### config.mk
export PLATFORM = sky130hd
export DESIGN_NAME = i2c_dac_register_model_top
export DESIGN_NICKNAME = d
export VERILOG_FILES = /design/src/rtl/i2cdac_pkg.sv /design/src/rtl/i2cdac_cfg.sv /design/src/rtl/i2cdac_core.sv /design/src/rtl/i2c_dac_register_model_top.sv
export SDC_FILE = /design/constraint.sdc
export NUM_CORES = 1
export LEC_CHECK = 0
export BUFFER_PORTS_ARGS = -buffer_cell sky130_fd_sc_hd__buf_4
export CAP_MARGIN = 40
export CORE_UTILIZATION = 59
export DETAILED_ROUTE_END_ITERATION = 6
export MAX_ROUTING_LAYER = met4
export PLACE_DENSITY = 0.87
export SYNTH_ARGS = -nofsm -noshare
export SYNTH_HDL_FRONTEND = slang
export SYNTH_SLANG_ARGS = --single-unit
export TNS_END_PERCENT = 100
### constraint.sdc
create_clock -name clk_i -period 4.3 [get_ports clk_i]
set_input_delay 0.215 -clock clk_i [delete_from_list [all_inputs] [get_ports clk_i]]
set_output_delay 0.215 -clock clk_i [all_outputs]
set_load 0.05 [all_outputs]
### src/rtl/i2cdac_pkg.sv
package i2cdac_pkg;

  localparam int CODE_BITS     = 12;
  localparam int PD_BITS       = 2;
  localparam int BUSY_BITS     = 16;
  localparam int PIN_BITS      = 3;
  localparam int BYTE_BITS     = 8;
  localparam int CFG_IDX_BITS  = 1;
  localparam int CFG_DATA_BITS = 16;

  // Upper four bits of the seven-bit device address (0x60 to 0x67).
  localparam logic [3:0] DEV_ADDR_HI = 4'b1100;

  localparam logic [BUSY_BITS-1:0] BUSY_TICKS_RESET = 16'd1000;

  localparam logic [BYTE_BITS-1:0] GC_ADDR   = 8'h00;
  localparam logic [BYTE_BITS-1:0] GC_RESET  = 8'h06;
  localparam logic [BYTE_BITS-1:0] GC_WAKEUP = 8'h09;

  typedef enum logic [1:0] {
    CMD_START = 2'd0,
    CMD_DATA  = 2'd1,
    CMD_STOP  = 2'd2,
    CMD_TICK  = 2'd3
  } cmd_e;

  typedef enum logic [2:0] {
    K_IDLE    = 3'd0,
    K_WRITE   = 3'd1,
    K_FAST    = 3'd2,
    K_REG_DAC = 3'd3,
    K_REG_EE  = 3'd4,
    K_READ    = 3'd5,
    K_GCALL   = 3'd6,
    K_IGNORE  = 3'd7
  } kind_e;

  typedef enum logic [CFG_IDX_BITS-1:0] {
    CFG_ADDRESS_PINS = 1'b0,
    CFG_BUSY_TICKS   = 1'b1
  } cfg_idx_e;

  typedef struct packed {
    cmd_e                 cmd;
    logic [BYTE_BITS-1:0] bus_byte;
  } item_t;

  typedef struct packed {
    logic                 acknowledge;
    logic [BYTE_BITS-1:0] read_byte;
    logic [CODE_BITS-1:0] output_code;
    logic [PD_BITS-1:0]   power_down_mode;
    logic                 ready_res;
  } result_t;

  typedef struct packed {
    logic [PIN_BITS-1:0]  address_pins;
    logic [BUSY_BITS-1:0] busy_ticks;
  } cfg_t;

endpackage

### src/rtl/i2cdac_cfg.sv
module i2cdac_cfg (
  input  logic                                   clk_i,
  input  logic                                   rst_ni,
  input  logic                                   cfg_valid_i,
  output logic                                   cfg_ready_o,
  input  logic [i2cdac_pkg::CFG_IDX_BITS-1:0]    cfg_index_i,
  input  logic [i2cdac_pkg::CFG_DATA_BITS-1:0]   cfg_data_i,
  output i2cdac_pkg::cfg_t                       cfg_o
);
  import i2cdac_pkg::*;

  logic [PIN_BITS-1:0]  pins_q, pins_d;
  logic [BUSY_BITS-1:0] ticks_q, ticks_d;

  assign cfg_ready_o = 1'b1;

  always_comb begin
    pins_d  = pins_q;
    ticks_d = ticks_q;
    if (cfg_valid_i) begin
      case (cfg_idx_e'(cfg_index_i))
        CFG_ADDRESS_PINS: pins_d  = cfg_data_i[PIN_BITS-1:0];
        CFG_BUSY_TICKS:   ticks_d = cfg_data_i[BUSY_BITS-1:0];
        default: ;
      endcase
    end
  end

  always_ff @(posedge clk_i or negedge rst_ni) begin
    if (!rst_ni) begin
      pins_q  <= '0;
      ticks_q <= BUSY_TICKS_RESET;
    end else begin
      pins_q  <= pins_d;
      ticks_q <= ticks_d;
    end
  end

  assign cfg_o.address_pins = pins_q;
  assign cfg_o.busy_ticks   = ticks_q;

endmodule

### src/rtl/i2cdac_core.sv
module i2cdac_core (
  input  logic                clk_i,
  input  logic                rst_ni,
  input  logic                step_i,
  input  i2cdac_pkg::item_t   item_i,
  input  i2cdac_pkg::cfg_t    cfg_i,
  output i2cdac_pkg::result_t res_o
);
  import i2cdac_pkg::*;

  localparam logic [2:0] IDX_STATUS  = 3'd0;
  localparam logic [2:0] IDX_FRAME1  = 3'd1;
  localparam logic [2:0] IDX_FRAME2  = 3'd2;
  localparam logic [2:0] IDX_EE_HIGH = 3'd3;
  localparam logic [2:0] IDX_LAST    = 3'd4;

  logic [CODE_BITS-1:0] dac_code_q, dac_code_d;
  logic [PD_BITS-1:0]   dac_pd_q, dac_pd_d;
  logic [CODE_BITS-1:0] stored_code_q, stored_code_d;
  logic [PD_BITS-1:0]   stored_pd_q, stored_pd_d;
  logic [BUSY_BITS-1:0] busy_q, busy_d;
  logic [2:0]           byte_idx_q, byte_idx_d;
  kind_e                kind_q, kind_d;
  logic [BYTE_BITS-1:0] held_q, held_d;
  logic [PD_BITS-1:0]   pending_pd_q, pending_pd_d;

  logic                 ack;
  logic [BYTE_BITS-1:0] rd;
  logic                 wr_req;
  logic                 wr_ee;
  logic [CODE_BITS-1:0] wr_code;
  logic [PD_BITS-1:0]   wr_pd;
  logic [BYTE_BITS-1:0] b;

  assign b = item_i.bus_byte;

  always_comb begin
    dac_code_d    = dac_code_q;
    dac_pd_d      = dac_pd_q;
    stored_code_d = stored_code_q;
    stored_pd_d   = stored_pd_q;
    busy_d        = busy_q;
    byte_idx_d    = byte_idx_q;
    kind_d        = kind_q;
    held_d        = held_q;
    pending_pd_d  = pending_pd_q;
    ack           = 1'b0;
    rd            = '0;
    wr_req        = 1'b0;
    wr_ee         = 1'b0;
    wr_code       = '0;
    wr_pd         = '0;

    case (item_i.cmd)
      CMD_START: begin
        byte_idx_d = '0;
        if (b[7:1] == {DEV_ADDR_HI, cfg_i.address_pins}) begin
          kind_d = b[0] ? K_READ : K_WRITE;
          ack    = 1'b1;
        end else if (b == GC_ADDR) begin
          kind_d = K_GCALL;
          ack    = 1'b1;
        end else begin
          kind_d = K_IGNORE;
        end
      end
      CMD_DATA: begin
        case (kind_q)
          K_READ: begin
            case (byte_idx_q)
              IDX_STATUS:  rd = {(busy_q == '0), 1'b1, 3'b000, dac_pd_q, 1'b0};
              IDX_FRAME1:  rd = dac_code_q[11:4];
              IDX_FRAME2:  rd = {dac_code_q[3:0], 4'b0000};
              IDX_EE_HIGH: rd = {1'b0, stored_pd_q, 1'b0, stored_code_q[11:8]};
              default:     rd = stored_code_q[7:0];
            endcase
            byte_idx_d = (byte_idx_q >= IDX_LAST) ? IDX_STATUS : byte_idx_q + 3'd1;
          end
          K_GCALL: begin
            if (b == GC_RESET) begin
              dac_code_d = stored_code_q;
              dac_pd_d   = stored_pd_q;
              ack        = 1'b1;
            end else if (b == GC_WAKEUP) begin
              dac_pd_d = '0;
              ack      = 1'b1;
            end
          end
          K_WRITE: begin
            if (b[7:6] == 2'b00) begin
              kind_d     = K_FAST;
              held_d     = b;
              byte_idx_d = IDX_FRAME1;
              ack        = 1'b1;
            end else if (b[7:6] == 2'b01) begin
              // Bit 5 picks DAC and EEPROM over the DAC alone.
              kind_d       = b[5] ? K_REG_EE : K_REG_DAC;
              pending_pd_d = b[2:1];
              byte_idx_d   = IDX_FRAME1;
              ack          = 1'b1;
            end else begin
              kind_d = K_IGNORE;
            end
          end
          K_FAST: begin
            wr_req     = 1'b1;
            wr_code    = {held_q[3:0], b};
            wr_pd      = held_q[5:4];
            kind_d     = K_WRITE;
            byte_idx_d = IDX_STATUS;
            ack        = 1'b1;
          end
          K_REG_DAC, K_REG_EE: begin
            if (byte_idx_q == IDX_FRAME1) begin
              held_d     = b;
              byte_idx_d = IDX_FRAME2;
            end else begin
              wr_req     = 1'b1;
              wr_ee      = (kind_q == K_REG_EE);
              wr_code    = {held_q, b[7:4]};
              wr_pd      = pending_pd_q;
              kind_d     = K_WRITE;
              byte_idx_d = IDX_STATUS;
            end
            ack = 1'b1;
          end
          default: ;
        endcase
      end
      CMD_STOP: begin
        kind_d     = K_IDLE;
        byte_idx_d = '0;
      end
      CMD_TICK: begin
        if (busy_q != '0) begin
          busy_d = busy_q - 16'd1;
        end
      end
      default: ;
    endcase

    // A completed write frame is dropped while the EEPROM is busy.
    if (wr_req && (busy_q == '0)) begin
      dac_code_d = wr_code;
      dac_pd_d   = wr_pd;
      if (wr_ee) begin
        stored_code_d = wr_code;
        stored_pd_d   = wr_pd;
        busy_d        = cfg_i.busy_ticks;
      end
    end
  end

  always_ff @(posedge clk_i or negedge rst_ni) begin
    if (!rst_ni) begin
      dac_code_q    <= '0;
      dac_pd_q      <= '0;
      stored_code_q <= '0;
      stored_pd_q   <= '0;
      busy_q        <= '0;
      byte_idx_q    <= '0;
      kind_q        <= K_IDLE;
      held_q        <= '0;
      pending_pd_q  <= '0;
    end else if (step_i) begin
      dac_code_q    <= dac_code_d;
      dac_pd_q      <= dac_pd_d;
      stored_code_q <= stored_code_d;
      stored_pd_q   <= stored_pd_d;
      busy_q        <= busy_d;
      byte_idx_q    <= byte_idx_d;
      kind_q        <= kind_d;
      held_q        <= held_d;
      pending_pd_q  <= pending_pd_d;
    end
  end

  assign res_o.acknowledge     = ack;
  assign res_o.read_byte       = rd;
  assign res_o.output_code     = dac_code_d;
  assign res_o.power_down_mode = dac_pd_d;
  assign res_o.ready_res       = (busy_d == '0);

endmodule

### src/rtl/i2c_dac_register_model_top.sv
// A bus event accepted into the input register passes through the decode logic into
// the output register once that register is empty or being taken.
// Throughput: one bus event per cycle unless the output side stalls; the input register,
// the decode logic and the output register form a two-stage pipeline with no feedback
// other than device state. Reset (asynchronous, active low) empties both stages, clears
// all device state, sets the address pins to zero and the EEPROM busy time to 1000 ticks.
module i2c_dac_register_model_top (
  input  logic                                 clk_i,
  input  logic                                 rst_ni,
  input  logic                                 in_valid_i,
  output logic                                 in_stall_o,
  input  logic [1:0]                           cmd_i,
  input  logic [i2cdac_pkg::BYTE_BITS-1:0]     bus_byte_i,
  output logic                                 out_valid_o,
  input  logic                                 out_stall_i,
  output logic                                 acknowledge_o,
  output logic [i2cdac_pkg::BYTE_BITS-1:0]     read_byte_o,
  output logic [i2cdac_pkg::CODE_BITS-1:0]     output_code_o,
  output logic [i2cdac_pkg::PD_BITS-1:0]       power_down_mode_o,
  output logic                                 ready_res_o,
  input  logic                                 cfg_valid_i,
  output logic                                 cfg_ready_o,
  input  logic [i2cdac_pkg::CFG_IDX_BITS-1:0]  cfg_index_i,
  input  logic [i2cdac_pkg::CFG_DATA_BITS-1:0] cfg_data_i
);
  import i2cdac_pkg::*;

  // Stage one holds the accepted request; stage two holds its finished result.
  logic    s1_valid_q, s1_valid_d;
  item_t   s1_item_q;
  logic    out_valid_q, out_valid_d;
  result_t out_res_q;

  logic    out_take;
  logic    advance;
  logic    in_accept;
  cfg_t    cfg;
  result_t core_res;
  item_t   in_item;

  // The output register can be loaded when it is empty or is being taken now.
  assign out_take  = !out_valid_q || !out_stall_i;
  // A request in stage one is processed and leaves in the same cycle that
  // the output register has room, so device state updates once per request.
  assign advance   = s1_valid_q && out_take;
  assign in_stall_o = s1_valid_q && !out_take;
  assign in_accept = in_valid_i && !in_stall_o;

  assign in_item.cmd      = cmd_e'(cmd_i);
  assign in_item.bus_byte = bus_byte_i;

  i2cdac_cfg u_cfg (
    .clk_i       (clk_i),
    .rst_ni      (rst_ni),
    .cfg_valid_i (cfg_valid_i),
    .cfg_ready_o (cfg_ready_o),
    .cfg_index_i (cfg_index_i),
    .cfg_data_i  (cfg_data_i),
    .cfg_o       (cfg)
  );

  i2cdac_core u_core (
    .clk_i  (clk_i),
    .rst_ni (rst_ni),
    .step_i (advance),
    .item_i (s1_item_q),
    .cfg_i  (cfg),
    .res_o  (core_res)
  );

  always_comb begin
    s1_valid_d = s1_valid_q;
    if (in_accept) begin
      s1_valid_d = 1'b1;
    end else if (advance) begin
      s1_valid_d = 1'b0;
    end
    out_valid_d = out_valid_q;
    if (advance) begin
      out_valid_d = 1'b1;
    end else if (out_take) begin
      out_valid_d = 1'b0;
    end
  end

  always_ff @(posedge clk_i or negedge rst_ni) begin
    if (!rst_ni) begin
      s1_valid_q  <= 1'b0;
      out_valid_q <= 1'b0;
    end else begin
      s1_valid_q  <= s1_valid_d;
      out_valid_q <= out_valid_d;
    end
  end

  // Payload registers only load with their handshake and need no reset.
  always_ff @(posedge clk_i) begin
    if (in_accept) begin
      s1_item_q <= in_item;
    end
    if (advance) begin
      out_res_q <= core_res;
    end
  end

  assign out_valid_o       = out_valid_q;
  assign acknowledge_o     = out_res_q.acknowledge;
  assign read_byte_o       = out_res_q.read_byte;
  assign output_code_o     = out_res_q.output_code;
  assign power_down_mode_o = out_res_q.power_down_mode;
  assign ready_res_o       = out_res_q.ready_res;

endmodule

* Word-level counts from Yosys, hierarchy flattened
Cells that the tools add are included.
** Storage, ports and cells
- Flip-flop bits (word level) :: 115
- Output and inout port bits :: 27
- Input port bits :: 32
** Operators by class
- Add/subtract/negate cells :: 2
- Equal/unequal tests :: 22
- Bitwise logic cells :: 2
- Reductions and logical operators :: 32
- Muxes and demuxes :: 56
- Order comparisons :: 1
** Operators with widths (number)
- two-way mux 12 bit :: 6
- two-way mux 16 bit :: 4
- zero test 16 bit :: 2
- case mux 8 bit (4 select lines) :: 1
- two-way mux 3 bit :: 9
- case mux 12 bit (2 select lines) :: 1
- case mux 3 bit (3 select lines) :: 2
- two-way mux 1 bit :: 16
- two-way mux 2 bit :: 8
- two-way mux 8 bit :: 2
- case mux 8 bit (2 select lines) :: 1
- nonzero test 16 bit :: 1
- subtractor 16 x 1 -> 16 bit, second input constant :: 1
- == test 3 x 2 -> 1 bit, second input constant :: 4
- case mux 3 bit (4 select lines) :: 1
- AND reduction 5 bit :: 2
- == test 3 bit, second input constant :: 3
- == test 8 x 3 -> 1 bit, second input constant :: 1
- == test 8 x 4 -> 1 bit, second input constant :: 1
- zero test 8 bit :: 1
- AND reduction 4 bit :: 2
- nonzero test 2 bit :: 4
- == test 7 bit :: 1
- == test 3 x 1 -> 1 bit, second input constant :: 2
- 24 further kinds :: 39

* Depth between registers and ports, before layout
- Depth in word-level cells :: 7
- Mapped depth :: 10
- Mapped depth without buffers :: 9

* Modules after synthesis
A second synthesis with hierarchy kept.
** Unflattened totals
- Cells, all modules :: 559
- Area total of the unflattened synthesis :: 6032.0 sq um
** Modules (own cells, without submodules)
- i2cdac_core :: cells an instance 474, area each 4190.3 sq um, instances 1, sequential area each 1501.4 sq um
- i2c_dac_register_model_top :: cells an instance 42, area each 1113.6 sq um, instances 1, sequential area each 1071.0 sq um
- i2cdac_cfg :: cells an instance 43, area each 728.2 sq um, instances 1, sequential area each 483.0 sq um

* Worst setup path before layout
No wires, ideal clock.
- Path kind :: reg2reg
- From :: reg s1_item_q[5] in the netlist's numbering
- To :: reg u_core.dac_code_q[10]
- Clock period less this slack :: 2.679 ns
- Arrival time :: 2.554 ns
- Path buffers :: 1
- Cell stages (with the launch flop) :: 9
- Setup slack :: 1.621 ns
- Library setup time :: 0.125 ns
- Path through :: edfxtp_1 -> or4_1 -> or3_4 -> nor4_4 -> buf_6 -> mux2_1 -> nand2_1 -> o21ai_2 -> mux2_2
** RTL lines
- start: declaration :: RTL line i2c_dac_register_model_top.sv:30 : item_t s1_item_q;
- start signal: assignment :: RTL line i2c_dac_register_model_top.sv:99 : s1_item_q <= in_item;
- end signal: assignment :: RTL line i2cdac_core.sv:166 : dac_code_q <= dac_code_d;
- end: declaration :: RTL line i2cdac_core.sv:17 : logic [CODE_BITS-1:0] dac_code_q, dac_code_d;

==> impl_metrics.py <==
metrics = {
    "power_and_ir_drop": {
        "worst_ir_drop_vdd_mv": 0.258,
        "combinationalPowerShare_pct": 28.9,
        "p_clk_share_pct": 32.4,
        "switching_share_pct": 35.1,
        "p_leak_nw": 3.15,
        "internal-power_mw": 2.57,
        "finalPower_mw": 3.97,
        "seqPwrFrac_pct": 38.7,
        "power_switching_mw": 1.39,
        "powerDensity_mw_per_mm2": 527,
    },
    "sta": {
        "rsz0062_at_grt": "no",
        "worst_pin_slew_ps": 871,
        "hold_slack_ps": 99.4,
        "setup_viol": 0,
        "timing.fmax_mhz": 318,
        "max-slew-margin-rel_pct": 41.7,
        "slew_viol_final": 0,
        "finalHoldViolCount": 0,
        "period_share_pct": 73.1,
        "fin_tns_setup_ps": 0,
        "period_minus_slack_ps": 3140,
        "clock_skew_ps": 5.87,
    },
    "grt": {
        "track_usage_pct": 29.6,
        "met3_usage_pct": 6.39,
        "grt_use_met1_pct": 38.2,
        "grt_max_degree": 57,
        "met2_usage_pct": 46.1,
        "grt_pass1_wl_mm": 24.4,
        "antenna_found_initial": 0,
        "grt_pass1_vias": 4934,
        "top_usage_layer": "met2",
        "grt.overflow.total": 0,
    },
    "critical_path": {
        "endpoint_kind": "register",
        "arrival_ps": 3490,
        "cp_max_fo": 11,
        "worst-setup-path-type": "register to register",
        "startpoint_type": "register",
        "critPathRequiredTime_ps": 4640,
    },
    "worst_hold_path": {
        "hold_class": "primary input to register",
    },
    "routing": {
        "drc": 0,
        "viasPerCell": 6.24,
        "dr.first_iter.drc_count": 498,
        "wl_per_cell_um": 18.1,
        "via_count": 5087,
        "detail-route-antenna-nets": 0,
        "firstDrtPassIters": 7,
        "routed_wl_mm": 14.8,
    },
    "logic_synthesis": {
        "synth_mux_area_share_pct": 10.6,
        "syn_inst": 587,
        "synthSimpleGateAreaFrac_pct": 15.5,
        "async_flop_share_pct": 70.4,
        "yosysWarnings": 0,
        "synthAdderAreaFrac_pct": 2.24,
        "synth_top_family_by_area": "compound AO/OA/AOI/OAI gates",
        "yosysSeqAreaShare_pct": 49.7,
        "syn_avg_cell_area_um2": 10.5,
        "synth-xor-area-share_pct": 1.28,
        "synth_compound_area_share_pct": 17.0,
        "netlist_area_mm2": 0.00615,
        "synth_cell_types": 67,
        "synth_edf_count": 34,
        "ys_ff_latch": 115,
        "ys.flop_type": "dfrtp_1",
        "synth_fp_nets": 630,
    },
    "clocking": {
        "clockBufferDepth": 2,
        "cts_buffers": 17,
        "clk_pin_slew_worst_paths_ps": 50,
        "cts_sinks": 115,
        "cts_htree_levels": 4,
        "ctsHoldBuffers": 30,
        "postCtsSetupBuffers": 0,
        "cts_tree": "done",
        "cts_resized": 0,
        "clockRootBuffer": "clkbuf_8",
        "clkLatencyLatePin_ps": 520,
    },
    "layout": {
        "drive_gt1_share_pct": 24.5,
        "seq_area_mm2": 0.00306,
        "fin_util_pct": 75.6,
        "area_delta_synth_final_pct": 22.3,
        "layout.cells.non_filler": 815,
        "fillCellCount": 640,
        "final_nets": 712,
        "multiInputGateArea_mm2": 0.00287,
        "n_antenna_cell": 0,
    },
    "floorplan": {
        "initial_core_util_pct": 61.8,
        "die_h_um": 104,
        "dieWidth_um": 104,
        "die-area_mm2": 0.0108,
        "core_mm2": 0.00995,
        "rows": 36,
        "ioPinCount": 59,
    },
    "placement": {
        "place_congestion": 0.938,
        "io_buffers": 57,
        "place_hpwl_mm": 9.59,
        "placedCellCount": 752,
    },
    "outcome": {
        "status": "finished clean",
    },
    "run": {
        "cap_violations": 0,
    },
}
-- cells by family after synthesis --
| logic type | after synthesis |
|---|---|
| compound gates | 156 |
| xor+xnor | 9 |
| fa+ha+maj | 11 |
| buf+inv | 51 |
| flops | 115 |
| mux | 58 |
| other cells | 1 |
| simple gates | 186 |
-- cells in the final DEF (no fill, tap or decap), drive strengths merged, types with 6 or more instances in the layout --
| master | Yosys | routed |
|---|---|---|
| nor3 | 14 | 14 |
| a31oi | 6 | 6 |
| nand2b | 6 | 6 |
| or3 | 8 | 8 |
| mux2 | 56 | 56 |
| clkbuf | 23 | 21 |
| dlygate4sd3 | 0 | 30 |
| nor2 | 45 | 45 |
| a22o | 14 | 14 |
| nor2b | 6 | 6 |
| nand2 | 69 | 69 |
| nor4 | 10 | 10 |
| ha | 11 | 11 |
| edfxtp | 34 | 34 |
| a22oi | 7 | 7 |
| nand3 | 8 | 8 |
| inv | 19 | 19 |
| a21oi | 38 | 38 |
| dfstp | 6 | 6 |
| buf | 9 | 65 |
| o21ai | 53 | 53 |
| dfrtp | 75 | 75 |
-- cell type report --
cell class	count	area share, %
clock inverters	11	1.51
repair buffers	95	10.9
multi-input cells	421	38.1
flip-flops and latches	115	40.6
clock buffers	21	5.70
inverters	19	0.948
well taps	133	2.21
-- Yosys cell counts (all sizes together) (2+ instances only) --
cell	number	area, um^2
a21oi	38	194
inv	19	71.3
a22o	14	123
o211ai	4	30.0
nand2	69	259
or2	2	12.5
nand4	4	25.0
a211oi	3	32.5
nand3	8	50.1
xnor2	5	43.8
o31a	2	17.5
edfxtp	34	1020
and3	4	25.0
o21ai	53	295
dfrtp	75	1880
nor4	10	120
a31oi	6	37.5
nor2	45	169
nor3	14	75.1
mux2	56	631
or3	8	55.1
ha	11	138
xor2	4	35.0
and2	2	15.0
buf	9	68.8
mux2i	2	20.0
nand2b	6	37.5
nor2b	6	37.5
o31ai	4	35.0
a222oi	4	40.0
o41ai	4	53.8
or4	5	41.3
clkbuf	23	86.3
o22ai	5	31.3
a22oi	7	52.6
a2111oi	2	17.5
dfstp	6	158
-- power by group through the flow --
stage | Sequential, mW | Clock, mW | Combinational, mW
2_1_floorplan | 1.51 | 0 | 0.846
3_3_place_gp | 1.53 | 0 | 1.04
3_5_place_dp | 1.54 | 0 | 1.09
4_1_cts | 1.53 | 1.30 | 1.13
5_1_grt | 1.56 | 1.36 | 1.24
6_report | 1.54 | 1.28 | 1.15
-- critical path, cell delays in order (launching register included) --
cell and delay, ps:
dfrtp_1 450, inv_1 150, ha_1 230, nand4bb_1 390
or3_1 530, nor4_2 420, xnor2_1 170, and3_1 200
nand4_1 130, nor4_2 290
-- routing by layer --
metal | vias up | share of wire, %
met3 | 28 | 7.4
met2 | 257 | 48
met4 | 0 | 1.7
li1 | 2333 | -
met1 | 2469 | 43
met5 | - | 0
-- registers in the layout (all words and copies together) (netlist names) --
signal,flops
u_core.dac_pd_q,2
u_cfg.pins_q,3
acknowledge_o,1
u_core.kind_q,3
u_core.pending_pd_q,2
u_core.busy_q,16
u_core.held_q,8
u_core.stored_code_q,12
s1_valid_q,1
out_valid_o,1
read_byte_o,8
u_core.byte_idx_q,3
ready_res_o,1
power_down_mode_o,2
u_core.stored_pd_q,2
u_core.dac_code_q,12
output_code_o,12
u_cfg.ticks_q,16
s1_item_q,10
-- per-stage QoR --
step	cell area, um^2	setup slack, ps
6_report	7530	1160
5_1_grt	7530	960
4_1_cts	7510	1200
3_5_place_dp	6670	1220
3_3_place_gp	6610	1190
2_1_floorplan	6150	1620
-- worst paths after layout --
path / to / start / depth (start not counted) / slack, ps
worst max-delay path: ready_res_o / u_core.busy_q[0] / 9 / 1160
worst min-delay path: u_cfg.pins_q[2] / cfg_index_i / 3 / 100
worst max register to register: ready_res_o / u_core.busy_q[0] / 9 / 1160
worst min register to register: out_valid_o / s1_valid_q / 1 / 510
max in group asynchronous: u_core.stored_pd_q[1] / rst_ni / 3 / 3540
min in group asynchronous: u_cfg.ticks_q[4] / rst_ni / 2 / 160
No activity file was read; power rests on OpenSTA's default activity.
